**config.mk**
```make
export PLATFORM = sky130hd
export DESIGN_NAME = keystream_xor_obfuscator_unit_flat
export DESIGN_NICKNAME = d
export VERILOG_FILES = /design/src/design/kxo_pkg.sv /design/src/design/kxo_if.sv /design/src/design/kxo_seq.sv /design/src/design/keystream_xor_obfuscator_unit.sv /design/src/flat_wrapper.sv
export SDC_FILE = /design/constraint.sdc
export NUM_CORES = 2
export LEC_CHECK = 0
export ABC_AREA = 1
export BUFFER_PORTS_ARGS = -buffer_cell sky130_fd_sc_hd__buf_2
export CAP_MARGIN = 0
export CORE_MARGIN = 2
export CORE_UTILIZATION = 25
export DETAILED_ROUTE_END_ITERATION = 8
export GPL_ROUTABILITY_DRIVEN = 0
export PLACE_DENSITY = 0.43
export REMOVE_ABC_BUFFERS = 1
export SLEW_MARGIN = 20
export SYNTH_ARGS = -nofsm -noshare
export SYNTH_HDL_FRONTEND = slang
export SYNTH_HIERARCHICAL = 1
export SYNTH_SLANG_ARGS = --single-unit
```
**constraint.sdc**
```tcl
create_clock -name clk -period 29.7 [get_ports clk]
set_input_delay 5.94 -clock clk [delete_from_list [all_inputs] [get_ports clk]]
set_output_delay 5.94 -clock clk [all_outputs]
set_load 0.005 [all_outputs]
```
**src/design/kxo_pkg.sv**
```systemverilog
`timescale 1ns / 1ps
// Shared types, constants and the microcode program of the keystream XOR unit.
package kxo_pkg;

  localparam int unsigned BYTE_W    = 8;
  localparam int unsigned WORD_W    = 32;
  localparam int unsigned SECRET_W  = 64;
  localparam int unsigned NHEAD_W   = 64;
  localparam int unsigned NTAIL_W   = 32;
  localparam int unsigned NUM_SECRETS = 4;
  localparam int unsigned CFG_IDX_W = 2;
  localparam int unsigned FNV_BYTES = (NHEAD_W + NTAIL_W + NUM_SECRETS * SECRET_W) / BYTE_W;
  localparam int unsigned FNV_VEC_W = FNV_BYTES * BYTE_W;
  localparam int unsigned FNV_CNT_W = $clog2(FNV_BYTES);
  localparam int unsigned STEP_W    = 3;

  localparam logic [WORD_W-1:0] FNV_OFFSET = 32'h811c9dc5;
  localparam logic [WORD_W-1:0] FNV_PRIME  = 32'h01000193;
  localparam logic [WORD_W-1:0] MB_STEP    = 32'h6D2B79F5;
  localparam logic [WORD_W-1:0] MIX_OR1    = 32'd1;
  localparam logic [WORD_W-1:0] MIX_OR2    = 32'd61;
  localparam logic [FNV_CNT_W-1:0] FNV_LAST = FNV_CNT_W'(FNV_BYTES - 1);

  localparam logic [CFG_IDX_W-1:0] REG_SECRET0 = 2'd0;
  localparam logic [CFG_IDX_W-1:0] REG_SECRET1 = 2'd1;
  localparam logic [CFG_IDX_W-1:0] REG_SECRET2 = 2'd2;
  localparam logic [CFG_IDX_W-1:0] REG_SECRET3 = 2'd3;

  // Program addresses.
  localparam logic [STEP_W-1:0] STEP_WAIT = 3'd0;
  localparam logic [STEP_W-1:0] STEP_FNV  = 3'd1;
  localparam logic [STEP_W-1:0] STEP_ADD  = 3'd2;
  localparam logic [STEP_W-1:0] STEP_MUL1 = 3'd3;
  localparam logic [STEP_W-1:0] STEP_MUL2 = 3'd4;
  localparam logic [STEP_W-1:0] STEP_FIN  = 3'd5;

  typedef enum logic [2:0] {
    OP_WAIT,
    OP_FNV,
    OP_ADD,
    OP_MUL1,
    OP_MUL2,
    OP_FIN
  } op_t;

  typedef enum logic [1:0] {
    JMP_DISPATCH,  // on a transaction: target_a for a message start, else target_b
    JMP_LOOP,      // stay until the last hash byte, then target_a
    JMP_NEXT,      // always target_a
    JMP_OUT        // target_a once the output register is free
  } jmp_t;

  typedef struct packed {
    op_t               op;
    jmp_t              jmp;
    logic [STEP_W-1:0] target_a;
    logic [STEP_W-1:0] target_b;
  } ctrl_t;

  typedef struct packed {
    logic accept;
    logic start;
    logic fnv_last;
    logic out_free;
  } stat_t;

  function automatic ctrl_t rom_word(input logic [STEP_W-1:0] step);
    ctrl_t w;
    unique case (step)
      STEP_WAIT: w = '{op: OP_WAIT, jmp: JMP_DISPATCH, target_a: STEP_FNV,  target_b: STEP_MUL1};
      STEP_FNV:  w = '{op: OP_FNV,  jmp: JMP_LOOP,     target_a: STEP_ADD,  target_b: STEP_FNV};
      STEP_ADD:  w = '{op: OP_ADD,  jmp: JMP_NEXT,     target_a: STEP_MUL1, target_b: STEP_MUL1};
      STEP_MUL1: w = '{op: OP_MUL1, jmp: JMP_NEXT,     target_a: STEP_MUL2, target_b: STEP_MUL2};
      STEP_MUL2: w = '{op: OP_MUL2, jmp: JMP_NEXT,     target_a: STEP_FIN,  target_b: STEP_FIN};
      STEP_FIN:  w = '{op: OP_FIN,  jmp: JMP_OUT,      target_a: STEP_WAIT, target_b: STEP_FIN};
      default:   w = '{op: OP_WAIT, jmp: JMP_NEXT,     target_a: STEP_WAIT, target_b: STEP_WAIT};
    endcase
    return w;
  endfunction

endpackage

```
**src/design/kxo_if.sv**
```systemverilog
`timescale 1ns / 1ps
// Valid/ready channel interfaces for message bytes in and transformed bytes out.
interface kxo_in_if;
  logic                          valid;
  logic                          ready;
  logic [kxo_pkg::BYTE_W-1:0]    data_byte;
  logic                          start_of_message;
  logic [kxo_pkg::NHEAD_W-1:0]   nonce_head;
  logic [kxo_pkg::NTAIL_W-1:0]   nonce_tail;

  modport source(output valid, data_byte, start_of_message, nonce_head, nonce_tail,
                 input ready);
  modport sink(input valid, data_byte, start_of_message, nonce_head, nonce_tail,
               output ready);
endinterface

interface kxo_out_if;
  logic                       valid;
  logic                       ready;
  logic [kxo_pkg::BYTE_W-1:0] out_byte;

  modport source(output valid, out_byte, input ready);
  modport sink(input valid, out_byte, output ready);
endinterface

```
**src/design/kxo_seq.sv**
```systemverilog
`timescale 1ns / 1ps
// Microcode sequencer: step counter, program table and conditional jumps.
module kxo_seq (
  input  logic           clk,
  input  logic           rst_n,
  input  kxo_pkg::stat_t stat,
  output kxo_pkg::ctrl_t ctrl
);

  logic [kxo_pkg::STEP_W-1:0] step_r;
  logic [kxo_pkg::STEP_W-1:0] step_nxt;

  assign ctrl = kxo_pkg::rom_word(step_r);

  always_comb begin
    step_nxt = step_r;
    unique case (ctrl.jmp)
      kxo_pkg::JMP_DISPATCH: begin
        if (stat.accept) begin
          step_nxt = stat.start ? ctrl.target_a : ctrl.target_b;
        end
      end
      kxo_pkg::JMP_LOOP: begin
        step_nxt = stat.fnv_last ? ctrl.target_a : ctrl.target_b;
      end
      kxo_pkg::JMP_NEXT: begin
        step_nxt = ctrl.target_a;
      end
      kxo_pkg::JMP_OUT: begin
        step_nxt = stat.out_free ? ctrl.target_a : ctrl.target_b;
      end
      default: begin
        step_nxt = kxo_pkg::STEP_WAIT;
      end
    endcase
  end

  always_ff @(posedge clk) begin
    if (!rst_n) begin
      step_r <= kxo_pkg::STEP_WAIT;
    end else begin
      step_r <= step_nxt;
    end
  end

endmodule

```
**src/design/keystream_xor_obfuscator_unit.sv**
```systemverilog
`timescale 1ns / 1ps
// Top level of the keystream XOR unit: configuration, datapath and output register.
//
// Each transaction on the input channel carries one message byte; the unit returns that
// byte XORed with the next keystream byte, so the same stream both scrambles and restores
// a message. For a byte without start_of_message the increment happens at acceptance,
// then two mix multiplications run on one shared 32x32 multiplier and a final fold
// follows. For a byte with start_of_message the seed is first hashed (FNV-1a) over the
// 12 nonce bytes and the 32 secret bytes at one byte per cycle on the same multiplier,
// then incremented. Results sit in an output register, so the next byte is accepted while
// an earlier result waits to be taken; the input is ready only between bytes, and the unit
// holds off in its final step while a new result is ready and that register is still full.
// Secret registers are written through cfg_we/cfg_index/cfg_wdata and take effect at the
// next message start.
module keystream_xor_obfuscator_unit (
  input  logic                             clk,
  input  logic                             rst_n,
  input  logic                             cfg_we,
  input  logic [kxo_pkg::CFG_IDX_W-1:0]    cfg_index,
  input  logic [kxo_pkg::SECRET_W-1:0]     cfg_wdata,
  kxo_in_if.sink                           in_ch,
  kxo_out_if.source                        out_ch
);

  kxo_pkg::ctrl_t ctrl;
  kxo_pkg::stat_t stat;

  logic [kxo_pkg::SECRET_W-1:0]  secret0_r, secret1_r, secret2_r, secret3_r;
  logic [kxo_pkg::WORD_W-1:0]    seed_r, seed_nxt;
  logic [kxo_pkg::WORD_W-1:0]    t_r, t_nxt;
  logic [kxo_pkg::WORD_W-1:0]    p_r, p_nxt;
  logic [kxo_pkg::BYTE_W-1:0]    data_r;
  logic [kxo_pkg::FNV_VEC_W-1:0] hash_sr_r, hash_sr_nxt;
  logic [kxo_pkg::FNV_CNT_W-1:0] cnt_r, cnt_nxt;
  logic                          out_valid_r, out_valid_nxt;
  logic [kxo_pkg::BYTE_W-1:0]    out_byte_r, out_byte_nxt;

  logic [kxo_pkg::WORD_W-1:0]    mul_a, mul_b, mul_p;
  logic [kxo_pkg::WORD_W-1:0]    t2;
  logic [kxo_pkg::BYTE_W-1:0]    ks;
  logic                          accept;

  kxo_seq u_seq (
    .clk  (clk),
    .rst_n(rst_n),
    .stat (stat),
    .ctrl (ctrl)
  );

  assign in_ch.ready   = (ctrl.op == kxo_pkg::OP_WAIT);
  assign accept        = in_ch.valid && in_ch.ready;
  assign out_ch.valid  = out_valid_r;
  assign out_ch.out_byte = out_byte_r;

  assign stat.accept   = accept;
  assign stat.start    = in_ch.start_of_message;
  assign stat.fnv_last = (cnt_r == kxo_pkg::FNV_LAST);
  assign stat.out_free = !out_valid_r || out_ch.ready;

  // Secret registers.
  always_ff @(posedge clk) begin
    if (!rst_n) begin
      secret0_r <= '0;
      secret1_r <= '0;
      secret2_r <= '0;
      secret3_r <= '0;
    end else if (cfg_we) begin
      unique case (cfg_index)
        kxo_pkg::REG_SECRET0: secret0_r <= cfg_wdata;
        kxo_pkg::REG_SECRET1: secret1_r <= cfg_wdata;
        kxo_pkg::REG_SECRET2: secret2_r <= cfg_wdata;
        kxo_pkg::REG_SECRET3: secret3_r <= cfg_wdata;
        default: ;
      endcase
    end
  end

  // One shared multiplier; its operands follow the current micro-op.
  always_comb begin
    unique case (ctrl.op)
      kxo_pkg::OP_FNV: begin
        mul_a = seed_r ^ {{(kxo_pkg::WORD_W - kxo_pkg::BYTE_W){1'b0}},
                          hash_sr_r[kxo_pkg::BYTE_W-1:0]};
        mul_b = kxo_pkg::FNV_PRIME;
      end
      kxo_pkg::OP_MUL1: begin
        mul_a = seed_r ^ (seed_r >> 15);
        mul_b = seed_r | kxo_pkg::MIX_OR1;
      end
      default: begin
        mul_a = t_r ^ (t_r >> 7);
        mul_b = t_r | kxo_pkg::MIX_OR2;
      end
    endcase
  end

  assign mul_p = mul_a * mul_b;
  assign t2    = t_r ^ (t_r + p_r);
  // Byte 1 of t2 ^ (t2 >> 14).
  assign ks    = t2[15:8] ^ t2[29:22];

  always_comb begin
    seed_nxt      = seed_r;
    t_nxt         = t_r;
    p_nxt         = p_r;
    hash_sr_nxt   = hash_sr_r;
    cnt_nxt       = cnt_r;
    out_valid_nxt = out_valid_r && !out_ch.ready;
    out_byte_nxt  = out_byte_r;
    unique case (ctrl.op)
      kxo_pkg::OP_WAIT: begin
        if (accept) begin
          seed_nxt    = in_ch.start_of_message ? kxo_pkg::FNV_OFFSET
                                               : seed_r + kxo_pkg::MB_STEP;
          hash_sr_nxt = {secret3_r, secret2_r, secret1_r, secret0_r,
                         in_ch.nonce_tail, in_ch.nonce_head};
          cnt_nxt     = '0;
        end
      end
      kxo_pkg::OP_FNV: begin
        seed_nxt    = mul_p;
        hash_sr_nxt = hash_sr_r >> kxo_pkg::BYTE_W;
        cnt_nxt     = cnt_r + 1'b1;
      end
      kxo_pkg::OP_ADD: begin
        seed_nxt = seed_r + kxo_pkg::MB_STEP;
      end
      kxo_pkg::OP_MUL1: begin
        t_nxt = mul_p;
      end
      kxo_pkg::OP_MUL2: begin
        p_nxt = mul_p;
      end
      kxo_pkg::OP_FIN: begin
        if (stat.out_free) begin
          out_valid_nxt = 1'b1;
          out_byte_nxt  = data_r ^ ks;
        end
      end
      default: ;
    endcase
  end

  always_ff @(posedge clk) begin
    if (!rst_n) begin
      seed_r      <= '0;
      cnt_r       <= '0;
      out_valid_r <= 1'b0;
    end else begin
      seed_r      <= seed_nxt;
      cnt_r       <= cnt_nxt;
      out_valid_r <= out_valid_nxt;
    end
  end

  always_ff @(posedge clk) begin
    t_r        <= t_nxt;
    p_r        <= p_nxt;
    hash_sr_r  <= hash_sr_nxt;
    out_byte_r <= out_byte_nxt;
    if (accept) begin
      data_r <= in_ch.data_byte;
    end
  end

  // A continuing byte passes through the mix steps to the final fold without a stall.
  a_cont_timing: assert property (@(posedge clk) disable iff (!rst_n)
    accept && !in_ch.start_of_message |-> ##3 (ctrl.op == kxo_pkg::OP_FIN))
    else $error("continuing byte did not reach the final step on time");

  // A message start begins hashing from the first byte.
  a_start_hash: assert property (@(posedge clk) disable iff (!rst_n)
    accept && in_ch.start_of_message |=> (ctrl.op == kxo_pkg::OP_FNV) && (cnt_r == '0))
    else $error("hash pass did not start at byte zero");

  // The hash loop leaves right after its last byte.
  a_hash_exit: assert property (@(posedge clk) disable iff (!rst_n)
    (ctrl.op == kxo_pkg::OP_FNV) && stat.fnv_last |=> (ctrl.op == kxo_pkg::OP_ADD))
    else $error("hash loop did not exit after the last byte");

  // A new result only appears from the final step.
  a_out_source: assert property (@(posedge clk) disable iff (!rst_n)
    $rose(out_valid_r) |-> $past(ctrl.op == kxo_pkg::OP_FIN))
    else $error("result appeared outside the final step");

endmodule

```
**src/flat_wrapper.sv**
```systemverilog
// flat-port wrapper written by rule: the top's interface ports become plain ports
module keystream_xor_obfuscator_unit_flat 
  (clk, rst_n, cfg_we, cfg_index, cfg_wdata, in_ch_valid, in_ch_data_byte, in_ch_start_of_message, in_ch_nonce_head, in_ch_nonce_tail, in_ch_ready, out_ch_valid, out_ch_out_byte, out_ch_ready);
  kxo_in_if in_ch_i ();
  kxo_out_if out_ch_i ();
  input  logic clk;
  input  logic rst_n;
  input  logic cfg_we;
  input  logic [kxo_pkg::CFG_IDX_W-1:0] cfg_index;
  input  logic [kxo_pkg::SECRET_W-1:0] cfg_wdata;
  input wire logic [$bits(in_ch_i.valid)-1:0] in_ch_valid;
  input wire logic [$bits(in_ch_i.data_byte)-1:0] in_ch_data_byte;
  input wire logic [$bits(in_ch_i.start_of_message)-1:0] in_ch_start_of_message;
  input wire logic [$bits(in_ch_i.nonce_head)-1:0] in_ch_nonce_head;
  input wire logic [$bits(in_ch_i.nonce_tail)-1:0] in_ch_nonce_tail;
  output wire logic [$bits(in_ch_i.ready)-1:0] in_ch_ready;
  output wire logic [$bits(out_ch_i.valid)-1:0] out_ch_valid;
  output wire logic [$bits(out_ch_i.out_byte)-1:0] out_ch_out_byte;
  input wire logic [$bits(out_ch_i.ready)-1:0] out_ch_ready;
  assign in_ch_i.valid = in_ch_valid;
  assign in_ch_i.data_byte = in_ch_data_byte;
  assign in_ch_i.start_of_message = in_ch_start_of_message;
  assign in_ch_i.nonce_head = in_ch_nonce_head;
  assign in_ch_i.nonce_tail = in_ch_nonce_tail;
  assign in_ch_ready = in_ch_i.ready;
  assign out_ch_valid = out_ch_i.valid;
  assign out_ch_out_byte = out_ch_i.out_byte;
  assign out_ch_i.ready = out_ch_ready;
  keystream_xor_obfuscator_unit u_core (.clk(clk), .rst_n(rst_n), .cfg_we(cfg_we), .cfg_index(cfg_index), .cfg_wdata(cfg_wdata), .in_ch(in_ch_i), .out_ch(out_ch_i));
endmodule
```
==> summary.txt <==
Timing
  • Pins over their slew limit: 0
  • FMAX: 100.2 MHz
  • RSZ-0062 raised after global routing: false
  • Worst slew pin tran: 1179 ps
  • Final Cycle Share: 33.60%
  • Hold Violations, Final: 0
  • Fin worst setup slack: around 20000 ps
  • Worst Clk Skew: roughly 32 ps
  • Setup Viol. Count Final: 0
  • Slew Limit Headroom: a little over a fifth
  • Post-layout min period: approximately 10000 ps
  • Fin Setup TNS: 0 ps

Detailed routing
  • Drc violations: 0
  • Drt pass-1 iters: 6
  • Avg WL per Cell: 18.13 um
  • Via count: approximately 37000
  • DRT antenna net count: 0
  • Initial DRC count: around 2600
  • Avg Vias per Cell: 4.409
  • Final WL: roughly 150 mm

Floorplan
  • Initial Util: 25.09%
  • Die W: 440.2 um
  • Row count: 160
  • Die height: 440.2 um
  • Ports: 186
  • CORE AREA: 189600 sq um
  • Die footprint: 193800 sq um

Worst setup path
  • CP max stage cell: buf_4
  • Worst-path fanout max: 48
  • CP startpoint kind: register
  • Reg-to-reg setup timing slack: 19720 ps
  • CP max stage delay: 620 ps
  • Crit end category: register
  • WS Path Type: register to register
  • Required @ worst endpoint: about 30000 ps
  • CP most frequent cell: fa_1
  • Worst EP arrival: 10420 ps

Layout
  • Finished Layout Cells: 8302
  • Nets: 6459
  • Ratio of cells with drive above 1 in the final layout: 7.739%
  • Commonest non-fill, non-tap cells in the layout: 1679 x nand2_1, 828 x inv_1, 618 x nor2_1, 430 x edfxtp_1, 408 x fa_1
  • P&R area growth vs syn: 13.25%
  • Filler Cells Inserted: 20320
  • Most common cell after layout, fill and taps aside: nand2_1

CTS
  • Setup bufs post-CTS: 0
  • Clock H-tree levels: 3
  • Cts hold-fix bufs: 0
  • CTS tree: done
  • Reg clk slew, reported paths: 60 ps
  • Maximum clock path buffer count: 3
  • PostCTS Resize Cnt: 0
  • Num CTS Buffers: 83
  • Root buffer cell: clkbuf_16
  • Clk sinks: 728
  • Clk_lat worst skew: 690 ps

Place
  • Setup WS pre-CTS: 19780 ps
  • HPWL Detailed: ~100 mm
  • Placed Instances: 8148
  • # port buffers: 185

GRT
  • Vias in the first global route: about 37000
  • First-pass GRT wire length: roughly 230 mm
  • Grt ovf: 0
  • Largest net degree at the start of global routing: 193
  • Initial antenna violation count: 23
  • GRT Total Usage: 15.59%

Run status
  • Status: complete, no violations

Synth
  • Avg Cell Area, Syn: between 8 and 9 sq um
  • Synth Instances: 5656
  • Mapped cell area: around 48000 sq um
  • Yosys warns: 6

Min path
  • Worst Hold Class: register to register

Run
  • Number of max-cap violations: 0
==> metal layers <==
metal / routed length (um) / vias to the layer above / track usage (%) / share of wire [%]
met5: 109 / - / 0 / 0.072
met4: 3662 / 18 / 3.916 / 2.4
met1: 67260 / 17900 / 20.87 / 45
met3: 7819 / 205 / 2.444 / 5.2
met2: 71660 / 842 / 26.15 / 48
li1: - / 17640 / - / -
==> path summary, 6_finish.rpt <==
check                                                         start                           endpoint  cells past startpoint
worst min-delay path              u_core/secret3_r[59]$_SDFFE_PN0P_  u_core/secret3_r[59]$_SDFFE_PN0P_                      2
worst max register to register  u_core/u_seq/step_r[0]$_SDFFE_PN0P_           u_core/t_r[31]$_DFFE_PN_                     36
worst max-delay path            u_core/u_seq/step_r[0]$_SDFFE_PN0P_           u_core/t_r[31]$_DFFE_PN_                     36
worst min register to register    u_core/secret3_r[59]$_SDFFE_PN0P_  u_core/secret3_r[59]$_SDFFE_PN0P_                      2
==> flip-flops by register name, indices dropped and copies added (netlist names) <==
signal                  flops
u_core/secret1_r           64
u_core/u_seq/step_r         3
u_core/cnt_r                6
u_core/data_r               8
u_core/hash_sr_r          352
u_core/secret0_r           64
u_core/t_r                 32
u_core/p_r                 30
u_core/secret2_r           64
u_core/secret3_r           64
u_core/seed_r              32
u_core/out_ch.valid         1
u_core/out_ch.out_byte      8
==> stage by stage <==
| step | instance area [sq um] | utilization, % | hold WS (ps) |
|---|---|---|---|
| 2_1_floorplan | 46470 | - | 423.1 |
| 3_3_place_gp | 51100 | 26.95 | 432.9 |
| 3_5_place_dp | 51100 | 26.95 | 436.3 |
| 4_1_cts | 53870 | 28.42 | 445.2 |
| 5_1_grt | 53880 | 28.42 | 461.3 |
| 6_report | 53880 | 28.42 | 443.2 |
==> cell type report <==
class | instances | area [sq um] | share of cell area [%]
multi-input cells | 3815 | 24440 | 45.37
repair buffers | 244 | 1425 | 2.645
clock inverters | 31 | 357.8 | 0.6642
inverters | 850 | 3211 | 5.959
flip-flops and latches | 728 | 18880 | 35.04
diodes | 2 | 5.005 | 0.009289
clock buffers | 121 | 2416 | 4.484
well taps | 2511 | 3142 | 5.831
==> critical path, delay by kind of cell (launching register included) <==
kind | cells | cell delay (ps)
AND/OR/NAND/NOR | 13 | 2390
flip-flops | 1 | 420
buffers and inverters | 9 | 1260
AO/OA/AOI/OAI | 5 | 1250
adder cells (fa/ha/maj) | 9 | 4360
Power is not shown: default switching activity piles up to over one toggle a cycle in this logic, so the estimate is an artifact.
